<file path="src/rtl/core/vpa_pkg.sv">
// ----------------------------------------------------------------------------
// vpa_pkg
// shared types and constants of the variable partition allocator
// ----------------------------------------------------------------------------
package vpa_pkg;

   localparam int SEGMENTS  = 16;
   localparam int ADDR_BITS = 16;
   localparam int SIZE_BITS = 17;
   localparam int CNT_BITS  = $clog2(SEGMENTS + 1);
   localparam int IDX_BITS  = $clog2(SEGMENTS);

   localparam logic [SIZE_BITS-1:0] SIZE_MAX   = '1;
   localparam logic [SIZE_BITS-1:0] SIZE_RESET = SIZE_BITS'(65536);

   localparam logic [1:0] POL_FIRST = 2'd0;
   localparam logic [1:0] POL_BEST  = 2'd1;
   localparam logic [1:0] POL_WORST = 2'd2;

   localparam logic [1:0] ST_DONE   = 2'd0;
   localparam logic [1:0] ST_NOFIT  = 2'd1;
   localparam logic [1:0] ST_FULL   = 2'd2;

   localparam logic CSR_POLICY = 1'b0;
   localparam logic CSR_TOTAL  = 1'b1;

   // segment entry travelling along the chain
   typedef struct packed {
      logic                 vld;
      logic [ADDR_BITS-1:0] start;
      logic [SIZE_BITS-1:0] size;
   } seg_type;

   // command from the sequencer to every cell
   typedef enum logic [2:0] {
      CMD_HOLD,
      CMD_INIT,
      CMD_ROTATE,
      CMD_WRITE,
      CMD_REMOVE,
      CMD_INSERT
   } cmd_type;

   typedef struct packed {
      cmd_type              cmd;
      logic [IDX_BITS-1:0]  idx;
      seg_type              seg;
   } ctl_type;

endpackage

</file>
<file path="src/rtl/core/variable_partition_allocator_core.sv">
// ----------------------------------------------------------------------------
// variable_partition_allocator_core
// first, best or worst fit segment allocator with coalescing release
// ----------------------------------------------------------------------------
// req_ carries one operation word: kind in tuser, addr and size in tdata.
// rsp_ returns one result word per request. csr_ writes the fit policy
// (index 0) or the managed size (index 1, rebuilds the table, clears counters).
// The free table is a ring of SEGMENTS cells. A request rotates the ring once
// past the head cell, one cell per cycle, to scan sizes and find the insert
// point, then an update step (write, remove shift or insert shift), plus a
// predecessor write when a release merges on both sides, then one more full
// rotation to sum the free total and largest segment.
// One request is in flight at a time.
// Reset leaves one free segment covering the whole 65536 units, first fit.
// A finished result is held in the output register while rsp_tready is low;
// req_tready stays low until it has been taken.
// ----------------------------------------------------------------------------
module variable_partition_allocator_core (
   input  logic        clock,
   input  logic        reset,
   input  logic        req_tvalid,
   output logic        req_tready,
   input  logic [39:0] req_tdata,   // addr[15:0], size[32:16], zero fill
   input  logic        req_tuser,   // kind
   output logic        rsp_tvalid,
   input  logic        rsp_tready,
   output logic [127:0] rsp_tdata,  // status, alloc_addr, free_total,
                                    // fragmentation, segment_count,
                                    // allocations_done, releases_done
   input  logic        csr_we,
   input  logic [0:0]  csr_index,
   input  logic [16:0] csr_wdata
);
   import vpa_pkg::*;

   typedef enum logic [2:0] {S_IDLE, S_SCAN, S_UPDATE, S_FIX, S_SUM, S_OUT} state_type;

   state_type              state_ff;
   logic [1:0]             policy_ff;
   logic [CNT_BITS-1:0]    used_ff;
   logic [31:0]            acnt_ff, rcnt_ff;
   logic                   kind_ff;
   logic [ADDR_BITS-1:0]   addr_ff;
   logic [SIZE_BITS-1:0]   len_ff;
   logic [CNT_BITS-1:0]    step_ff;
   logic                   found_ff;
   logic [IDX_BITS-1:0]    pick_ff;
   seg_type                pseg_ff;
   logic [CNT_BITS-1:0]    pos_ff;     // first index with start >= addr
   logic                   pfound_ff;
   seg_type                before_ff;  // entry at pos-1
   seg_type                after_ff;   // entry at pos
   logic [SIZE_BITS+3:0]   sum_ff;
   logic [SIZE_BITS-1:0]   big_ff;
   logic [1:0]             status_ff;
   logic [ADDR_BITS-1:0]   got_ff;
   logic                   rvalid_ff;
   logic [127:0]           rdata_ff;
   logic [IDX_BITS-1:0]    fix_idx_ff;
   seg_type                fix_seg_ff;
   ctl_type                ctl;
   seg_type                head, init_seg;

   vpa_chain u_chain (
      .clock      (clock),
      .reset      (reset),
      .ctl        (ctl),
      .first_init (init_seg),
      .head       (head)
   );

   logic                 csr_total;
   logic [IDX_BITS-1:0]  step_idx;
   logic                 in_range, fits, better;
   logic                 wprev, wnext;
   logic [SIZE_BITS:0]   pend;
   logic [ADDR_BITS-1:0] ns;
   logic [SIZE_BITS:0]   nz;
   logic [SIZE_BITS+1:0] nz2;
   logic [SIZE_BITS+1:0] nend;

   assign csr_total = csr_we && csr_index == CSR_TOTAL;
   assign init_seg  = csr_total ? seg_type'{csr_wdata != '0, '0, csr_wdata}
                                : seg_type'{1'b1, '0, SIZE_RESET};
   assign step_idx  = step_ff[IDX_BITS-1:0];
   assign in_range  = step_ff < used_ff;
   assign fits      = head.size >= len_ff;
   assign better    = (policy_ff == POL_BEST)  ? head.size < pseg_ff.size :
                      (policy_ff == POL_WORST) ? head.size > pseg_ff.size : 1'b0;

   assign pend  = {2'b0, before_ff.start} + {1'b0, before_ff.size};
   assign wprev = pos_ff != '0 && pend == (SIZE_BITS+1)'(addr_ff);
   assign ns    = wprev ? before_ff.start : addr_ff;
   assign nz    = wprev ? {1'b0, before_ff.size} + {1'b0, len_ff} : {1'b0, len_ff};
   assign nend  = (SIZE_BITS+2)'(ns) + (SIZE_BITS+2)'(nz);
   assign wnext = pos_ff < used_ff && nend == (SIZE_BITS+2)'(after_ff.start);
   assign nz2   = {1'b0, nz} + {2'b0, after_ff.size};

   function automatic logic [SIZE_BITS-1:0] sat(input logic [SIZE_BITS+3:0] v);
      return (|v[SIZE_BITS+3:SIZE_BITS]) ? SIZE_MAX : v[SIZE_BITS-1:0];
   endfunction

   always_comb begin
      ctl = '{CMD_HOLD, '0, '0};
      if (csr_total) begin
         ctl.cmd = CMD_INIT;
      end else begin
         unique case (state_ff)
            S_SCAN, S_SUM: ctl.cmd = CMD_ROTATE;
            S_FIX: begin
               ctl.cmd = CMD_WRITE;
               ctl.idx = fix_idx_ff;
               ctl.seg = fix_seg_ff;
            end
            S_UPDATE: begin
               if (kind_ff == 1'b0) begin
                  if (found_ff) begin
                     if (pseg_ff.size == len_ff) begin
                        ctl.cmd = CMD_REMOVE;
                        ctl.idx = pick_ff;
                     end else begin
                        ctl.cmd = CMD_WRITE;
                        ctl.idx = pick_ff;
                        ctl.seg = '{1'b1, pseg_ff.start + ADDR_BITS'(len_ff),
                                    pseg_ff.size - len_ff};
                     end
                  end
               end else if (len_ff != '0) begin
                  if (wprev && wnext) begin
                     ctl.cmd = CMD_REMOVE;  // drop pos, then write pos-1 below
                     ctl.idx = pos_ff[IDX_BITS-1:0];
                  end else if (wprev) begin
                     ctl.cmd = CMD_WRITE;
                     ctl.idx = IDX_BITS'(pos_ff - 1'b1);
                     ctl.seg = '{1'b1, before_ff.start, sat({3'b0, nz})};
                  end else if (wnext) begin
                     ctl.cmd = CMD_WRITE;
                     ctl.idx = pos_ff[IDX_BITS-1:0];
                     ctl.seg = '{1'b1, ns, sat({2'b0, nz2})};
                  end else if (used_ff < CNT_BITS'(SEGMENTS)) begin
                     ctl.cmd = CMD_INSERT;
                     ctl.idx = pos_ff[IDX_BITS-1:0];
                     ctl.seg = '{1'b1, ns, nz[SIZE_BITS-1:0]};
                  end
               end
            end
            default: ctl.cmd = CMD_HOLD;
         endcase
      end
   end

   always_ff @(posedge clock) begin
      if (reset) begin
         state_ff  <= S_IDLE;
         policy_ff <= POL_FIRST;
         used_ff   <= CNT_BITS'(1);
         acnt_ff   <= '0;
         rcnt_ff   <= '0;
         rvalid_ff <= 1'b0;
      end else begin
         if (csr_we && csr_index == CSR_POLICY) policy_ff <= csr_wdata[1:0];
         if (csr_total) begin
            used_ff  <= (csr_wdata != '0) ? CNT_BITS'(1) : '0;
            acnt_ff  <= '0;
            rcnt_ff  <= '0;
         end
         unique case (state_ff)
            S_IDLE: if (req_tvalid && !rvalid_ff) begin
               kind_ff   <= req_tuser;
               addr_ff   <= req_tdata[ADDR_BITS-1:0];
               len_ff    <= req_tdata[32:16];
               step_ff   <= '0;
               found_ff  <= 1'b0;
               pfound_ff <= 1'b0;
               pos_ff    <= used_ff;
               before_ff <= '0;
               after_ff  <= '0;
               state_ff  <= S_SCAN;
            end
            S_SCAN: begin
               if (in_range) begin
                  if (fits && (!found_ff || better)) begin
                     found_ff <= 1'b1;
                     pick_ff  <= step_idx;
                     pseg_ff  <= head;
                  end
                  if (!pfound_ff) begin
                     if (head.start >= addr_ff) begin
                        pfound_ff <= 1'b1;
                        pos_ff    <= step_ff;
                        after_ff  <= head;
                     end else begin
                        before_ff <= head;
                     end
                  end
               end
               step_ff <= step_ff + 1'b1;
               if (step_ff == CNT_BITS'(SEGMENTS-1)) state_ff <= S_UPDATE;
            end
            S_UPDATE: begin
               status_ff <= ST_DONE;
               got_ff    <= '0;
               if (kind_ff == 1'b0) begin
                  if (found_ff) begin
                     got_ff  <= pseg_ff.start;
                     acnt_ff <= acnt_ff + 1'b1;
                     if (pseg_ff.size == len_ff) used_ff <= used_ff - 1'b1;
                  end else begin
                     status_ff <= ST_NOFIT;
                  end
               end else if (len_ff == '0) begin
                  rcnt_ff <= rcnt_ff + 1'b1;
               end else if (wprev && wnext) begin
                  used_ff    <= used_ff - 1'b1;
                  rcnt_ff    <= rcnt_ff + 1'b1;
                  fix_idx_ff <= IDX_BITS'(pos_ff - 1'b1);
                  fix_seg_ff <= '{1'b1, before_ff.start, sat({2'b0, nz2})};
               end else if (wprev || wnext) begin
                  rcnt_ff <= rcnt_ff + 1'b1;
               end else if (used_ff < CNT_BITS'(SEGMENTS)) begin
                  used_ff <= used_ff + 1'b1;
                  rcnt_ff <= rcnt_ff + 1'b1;
               end else begin
                  status_ff <= ST_FULL;
               end
               step_ff  <= '0;
               sum_ff   <= '0;
               big_ff   <= '0;
               state_ff <= (kind_ff && len_ff != '0 && wprev && wnext) ? S_FIX : S_SUM;
            end
            S_FIX: state_ff <= S_SUM;
            S_SUM: begin
               if (in_range) begin
                  sum_ff <= sum_ff + {4'b0, head.size};
                  if (head.size > big_ff) big_ff <= head.size;
               end
               step_ff <= step_ff + 1'b1;
               if (step_ff == CNT_BITS'(SEGMENTS-1)) state_ff <= S_OUT;
            end
            S_OUT: begin
               rvalid_ff <= 1'b1;
               rdata_ff  <= {7'd0, rcnt_ff, acnt_ff, used_ff,
                             sat(sum_ff - {4'b0, big_ff}),
                             sat(sum_ff), got_ff, status_ff};
               state_ff  <= S_IDLE;
            end
            default: state_ff <= S_IDLE;
         endcase
         if (rvalid_ff && rsp_tready) rvalid_ff <= 1'b0;
      end
   end

   assign req_tready = state_ff == S_IDLE && !rvalid_ff;
   assign rsp_tvalid = rvalid_ff;
   assign rsp_tdata  = rdata_ff;

`ifndef NO_ASSERTIONS
   a_used_range: assert property (@(posedge clock) disable iff (reset)
      used_ff <= CNT_BITS'(SEGMENTS)) else $error("segment count overflow");
   a_busy_block: assert property (@(posedge clock) disable iff (reset)
      state_ff != S_IDLE |-> !req_tready) else $error("ready while busy");
   a_one_result: assert property (@(posedge clock) disable iff (reset)
      state_ff == S_OUT |=> rsp_tvalid) else $error("result lost");
`endif

endmodule

</file>
<file path="src/rtl/core/vpa_cell.sv">
// ----------------------------------------------------------------------------
// vpa_cell
// one entry of the free segment chain; holds a segment and passes it on
// ----------------------------------------------------------------------------
module vpa_cell (
   input  logic              clock,
   input  logic              reset,
   input  logic [vpa_pkg::IDX_BITS-1:0] pos,
   input  vpa_pkg::ctl_type  ctl,
   input  vpa_pkg::seg_type  first_init,
   input  vpa_pkg::seg_type  prev_seg,
   input  vpa_pkg::seg_type  next_seg,
   output vpa_pkg::seg_type  seg
);
   import vpa_pkg::*;

   seg_type seg_ff, seg_in;

   always_comb begin
      seg_in = seg_ff;
      unique case (ctl.cmd)
         CMD_HOLD:   seg_in = seg_ff;
         CMD_INIT:   seg_in = (pos == '0) ? first_init : '0;
         CMD_ROTATE: seg_in = next_seg;
         CMD_WRITE:  if (pos == ctl.idx) seg_in = ctl.seg;
         CMD_REMOVE: if (pos >= ctl.idx) seg_in = next_seg;
         CMD_INSERT: begin
            if (pos == ctl.idx) seg_in = ctl.seg;
            else if (pos > ctl.idx) seg_in = prev_seg;
         end
         default:    seg_in = seg_ff;
      endcase
   end

   always_ff @(posedge clock) begin
      if (reset) begin
         seg_ff <= (pos == '0) ? first_init : '0;
      end else begin
         seg_ff <= seg_in;
      end
   end

   assign seg = seg_ff;

endmodule

</file>
<file path="src/rtl/core/vpa_chain.sv">
// ----------------------------------------------------------------------------
// vpa_chain
// row of segment cells, cell zero at the low address end
// ----------------------------------------------------------------------------
module vpa_chain (
   input  logic             clock,
   input  logic             reset,
   input  vpa_pkg::ctl_type ctl,
   input  vpa_pkg::seg_type first_init,
   output vpa_pkg::seg_type head
);
   import vpa_pkg::*;

   seg_type cells [SEGMENTS];

   for (genvar g = 0; g < SEGMENTS; g++) begin : g_cell
      seg_type prv, nxt;
      assign prv = (g == 0) ? cells[SEGMENTS-1] : cells[(g+SEGMENTS-1)%SEGMENTS];
      // rotation closes the ring; removal fills the top with an empty entry
      assign nxt = (g == SEGMENTS-1) ?
                   ((ctl.cmd == CMD_ROTATE) ? cells[0] : seg_type'('0)) :
                   cells[(g+1)%SEGMENTS];
      vpa_cell u_cell (
         .clock      (clock),
         .reset      (reset),
         .pos        (IDX_BITS'(g)),
         .ctl        (ctl),
         .first_init (first_init),
         .prev_seg   (prv),
         .next_seg   (nxt),
         .seg        (cells[g])
      );
   end

   assign head = cells[0];

endmodule
</file>
<file path="config.mk">
export PLATFORM = sky130hd
export DESIGN_NAME = variable_partition_allocator_core
export DESIGN_NICKNAME = d
export VERILOG_FILES = /design/src/rtl/core/vpa_pkg.sv /design/src/rtl/core/variable_partition_allocator_core.sv /design/src/rtl/core/vpa_cell.sv /design/src/rtl/core/vpa_chain.sv
export SDC_FILE = /design/constraint.sdc
export NUM_CORES = 2
export LEC_CHECK = 0
export BUFFER_PORTS_ARGS = -buffer_cell sky130_fd_sc_hd__clkbuf_2
export CELL_PAD_IN_SITES_DETAIL_PLACEMENT = 0
export CELL_PAD_IN_SITES_GLOBAL_PLACEMENT = 2
export CORE_MARGIN = 2
export CORE_UTILIZATION = 42
export CTS_CLUSTER_DIAMETER = 200
export DETAILED_ROUTE_END_ITERATION = 10
export GPL_TIMING_DRIVEN = 1
export PLACE_DENSITY = 0.84
export SETUP_SLACK_MARGIN = 0.05
export SLEW_MARGIN = 10
export SYNTH_ARGS = -nofsm -noshare
export SYNTH_HDL_FRONTEND = slang
export SYNTH_SLANG_ARGS = --single-unit
</file>
<file path="constraint.sdc">
create_clock -name clock -period 14 [get_ports clock]
set_clock_uncertainty 0.15 [all_clocks]
set_input_delay 0 -clock clock [delete_from_list [all_inputs] [get_ports clock]]
set_output_delay 0 -clock clock [all_outputs]
set_load 0.01 [all_outputs]
</file>
==> impl_metrics.py <==
metrics = {
    "outcome": {
        "outcome": "finished, final reports clean",
    },
    "min_path": {
        "hp-class": "in -> reg",
        "holdPathStages": 3,
    },
    "flow_run": {
        "drv.max_cap_violation_count": 0,
    },
    "final_layout": {
        "nFillCells": 12246,
        "drive_above_1_share_pct": 17.1,
        "area_growth_syn_to_layout_pct": 12.6,
        "layoutNonFillerInstCount": 7379,
        "nNetsFinal": 5821,
    },
    "timing": {
        "slew_headroom_pct": 18.0,
        "rsz0062_at_grt": "false",
        "fin_crit_sh_pct": 85.9,
        "slew_violations": 0,
        "setup_violations": 0,
        "worst_pin_slew_ns": 1.21,
        "fmax_mhz": 83.2,
        "hold_viol_final": 0,
        "setup_tns_ns": 0,
        "layout_min_cycle_time_ns": 12.02,
    },
    "floorplan": {
        "start_util_pct": 42.3,
        "num_rows": 133,
        "coreArea_um2": 131000,
        "chipWidth_um": 368,
        "dieArea_um2": 135000,
        "die_h_um": 368,
        "io_pins": 194,
    },
    "drt": {
        "ant_nets": 0,
        "drtPass1Iterations": 6,
        "drc": 0,
        "wl_per_cell_um": 27.0,
        "drtIter0Drc": 5094,
        "num_vias": 46966,
        "vias_per_cell": 6.36,
        "finalWirelength_um": 199000,
    },
    "clock_network": {
        "ctsResizeCount": 0,
        "cts_buffers": 107,
        "cts_tree": "done",
        "clkSinkCount": 966,
        "htree_levels": 3,
        "clockBufferDepth": 3,
        "clockRootBuffer": "clkbuf_16",
        "clk_pin_slew_ns": 0.06,
        "insertion_delay_ns": 0.74,
    },
    "grt": {
        "grt_pass1_vias": 44400,
        "grt_use_total_pct": 28.4,
        "grt_pass1_wl_um": 296000,
        "gr-total-overflow": 0,
        "grt_start_max_net_pins": 191,
        "grt_antenna_before_repair": 7,
    },
    "synth": {
        "synth_edf_count": 396,
        "avgSynthCellArea_um2": 10.2,
        "ys_types": 113,
        "synth_warnings": 0,
        "synth_cells": 5447,
        "ys_top_cells_by_area": "edfxtp_1 21%, dfxtp_1 21%, mux2_2 7.1%",
        "synth_area_leader_cell": "edfxtp_1",
        "synthTopCellsByCount": "570 x dfxtp_1, 396 x edfxtp_1, 360 x nand2_1",
        "synth_top_area_share_pct": 21.4,
        "synth_most_common_cell": "dfxtp_1",
        "synthesis.area_um2": 55600,
        "postSynth.asyncResetShare_pct": 0,
        "synth_ff_type": "dfxtp_1",
        "yosysSeqAreaShare_pct": 41.9,
        "synth-seq-cells": 966,
    },
    "placed_design": {
        "place_inst": 7086,
        "hpwl_um": 136000,
        "gp_congestion": 0.963,
        "portBuffers": 179,
    },
    "setup_path": {
        "crit_fanout": 33,
        "slowest_stage": "nand4_2",
        "required_ns": 14.43,
        "slowest_delay_ns": 0.93,
        "cp.arrival_ns": 12.46,
        "critPathLaunchType": "flip-flop",
        "cp-end-kind": "flip-flop",
        "r2r_cells": 30,
        "critPathKind": "reg -> reg",
    },
    "power": {
        "power_leakage_nw": 22.8,
        "irDropWorstVdd_v": 0.0000892,
        "power_density_nw_per_um2": 104,
    },
}
-- area by class of cell --
class / count / area (µm²) / share of cell area [%]
flip-flops and latches: 966 / 23300 / 37.2
diodes: 2 / 5.00 / 0.00799
clock buffers: 167 / 3260 / 5.20
inverters: 141 / 529 / 0.845
multi-input cells: 3895 / 30100 / 48.0
well taps: 1755 / 2200 / 3.51
repair buffers: 422 / 3020 / 4.82
clock inverters: 31 / 258 / 0.411
-- cells in the final DEF (no fill, tap or decap), drive strengths merged, types with 13 or more instances in the layout --
master,synthesis,routed
dfxtp,570,570
edfxtp,396,396
mux2,379,379
nand2,361,361
a221oi,353,353
clkbuf,246,345
o2bb2ai,337,337
nor2,272,272
o21ai,238,238
ha,216,216
a21oi,209,209
a22o,170,170
buf,205,151
inv,140,147
mux2i,132,132
o211ai,128,128
and2,95,95
dlygate4sd3,0,93
nand3,93,93
xor2,82,82
xnor2,67,67
nor3,66,66
a21o,48,48
a221o,44,44
o21a,44,44
nand4,44,44
and3,41,41
nand2b,39,39
nor2b,38,38
nor4,33,33
a31oi,32,32
a211oi,29,29
or3,28,28
clkinv,1,22
a22oi,21,21
or2,19,19
o311ai,18,18
o21bai,16,16
o221ai,13,13
-- state kept, by name (all words and copies together), names as in the netlist, 17 cells and up --
register	cells
u_chain.g_cell.u_cell.seg	528
rsp_tdata	121
after_ff	33
before_ff	33
fix_seg_ff	33
pseg_ff	33
acnt_ff	32
rcnt_ff	32
sum_ff	21
big_ff	17
len_ff	17
-- cells by family after synthesis --
| group | Yosys count | synth area share, % |
|---|---|---|
| AO/OA/AOI/OAI | 1824 | 25.2 |
| other | 1 | 0.00674 |
| AND/OR/NAND/NOR | 1180 | 10.7 |
| XOR/XNOR | 149 | 2.36 |
| flip-flops | 966 | 41.9 |
| adder cells (fa/ha/maj) | 224 | 5.15 |
| buffers and inverters | 592 | 4.63 |
| multiplexers | 511 | 10.1 |
-- report_power, final --
group	switching, mW	leakage [nW]	internal [mW]
clock network	1.23	1.74	1.63
registers	0.0499	8.28	2.95
logic	0.422	12.8	0.195
-- layer usage --
layer	vias to the layer above	share of wire, %	GRT usage [%]
met5	-	0.027	0
met4	8	3.0	9.39
met3	320	7.6	4.54
met2	2035	45	44.1
met1	23166	44	40.2
li1	21437	-	-
-- through the flow --
step | worst slack [ns] | area [µm²] | power [mW] | utilization, % | hold slack [ns]
global placement | 2.23 | 58200 | 3.64 | 44.3 | 0.0273
CTS | 2.17 | 62600 | 6.51 | 47.6 | 0.00393
finish | 1.98 | 62600 | 6.49 | 47.7 | 0.0321
floorplan | 2.23 | 55700 | 3.42 | - | -0.0511
global route | 1.42 | 62600 | 6.67 | 47.6 | 0.0598
detailed placement | 2.20 | 58200 | 3.64 | 44.3 | 0.0286
-- timing repair --
| item | CTS | global route |
|---|---|---|
| buffers inserted | 0 | 0 |
| endpoints found under the setup margin | 0 | 0 |
| hold endpoints to repair | 116 | 0 |
| hold buffers | 93 | 0 |
-- worst paths after layout --
kind	startpoint	to	slack [ns]
max	before_ff[12]	u_chain.g_cell[13].u_cell.seg[21]	1.98
min	csr_wdata[8]	u_chain.g_cell[0].u_cell.seg[8]	0.03
max reg2reg	before_ff[12]	u_chain.g_cell[13].u_cell.seg[21]	1.98
min reg2reg	got_ff[2]	rsp_tdata[4]	0.27
-- worst max-delay path, delay by kind of cell (launching register included) --
family / cells / cell delay (ns)
AND/OR/NAND/NOR: 11 / 4.76
AO/OA/AOI/OAI: 10 / 2.99
adder cells (fa/ha/maj): 4 / 1.51
multiplexers: 3 / 1.20
XOR/XNOR: 1 / 0.47
flip-flops: 1 / 0.46
buffers and inverters: 1 / 0.30
Note: power is estimated with default switching activity, not from simulation.
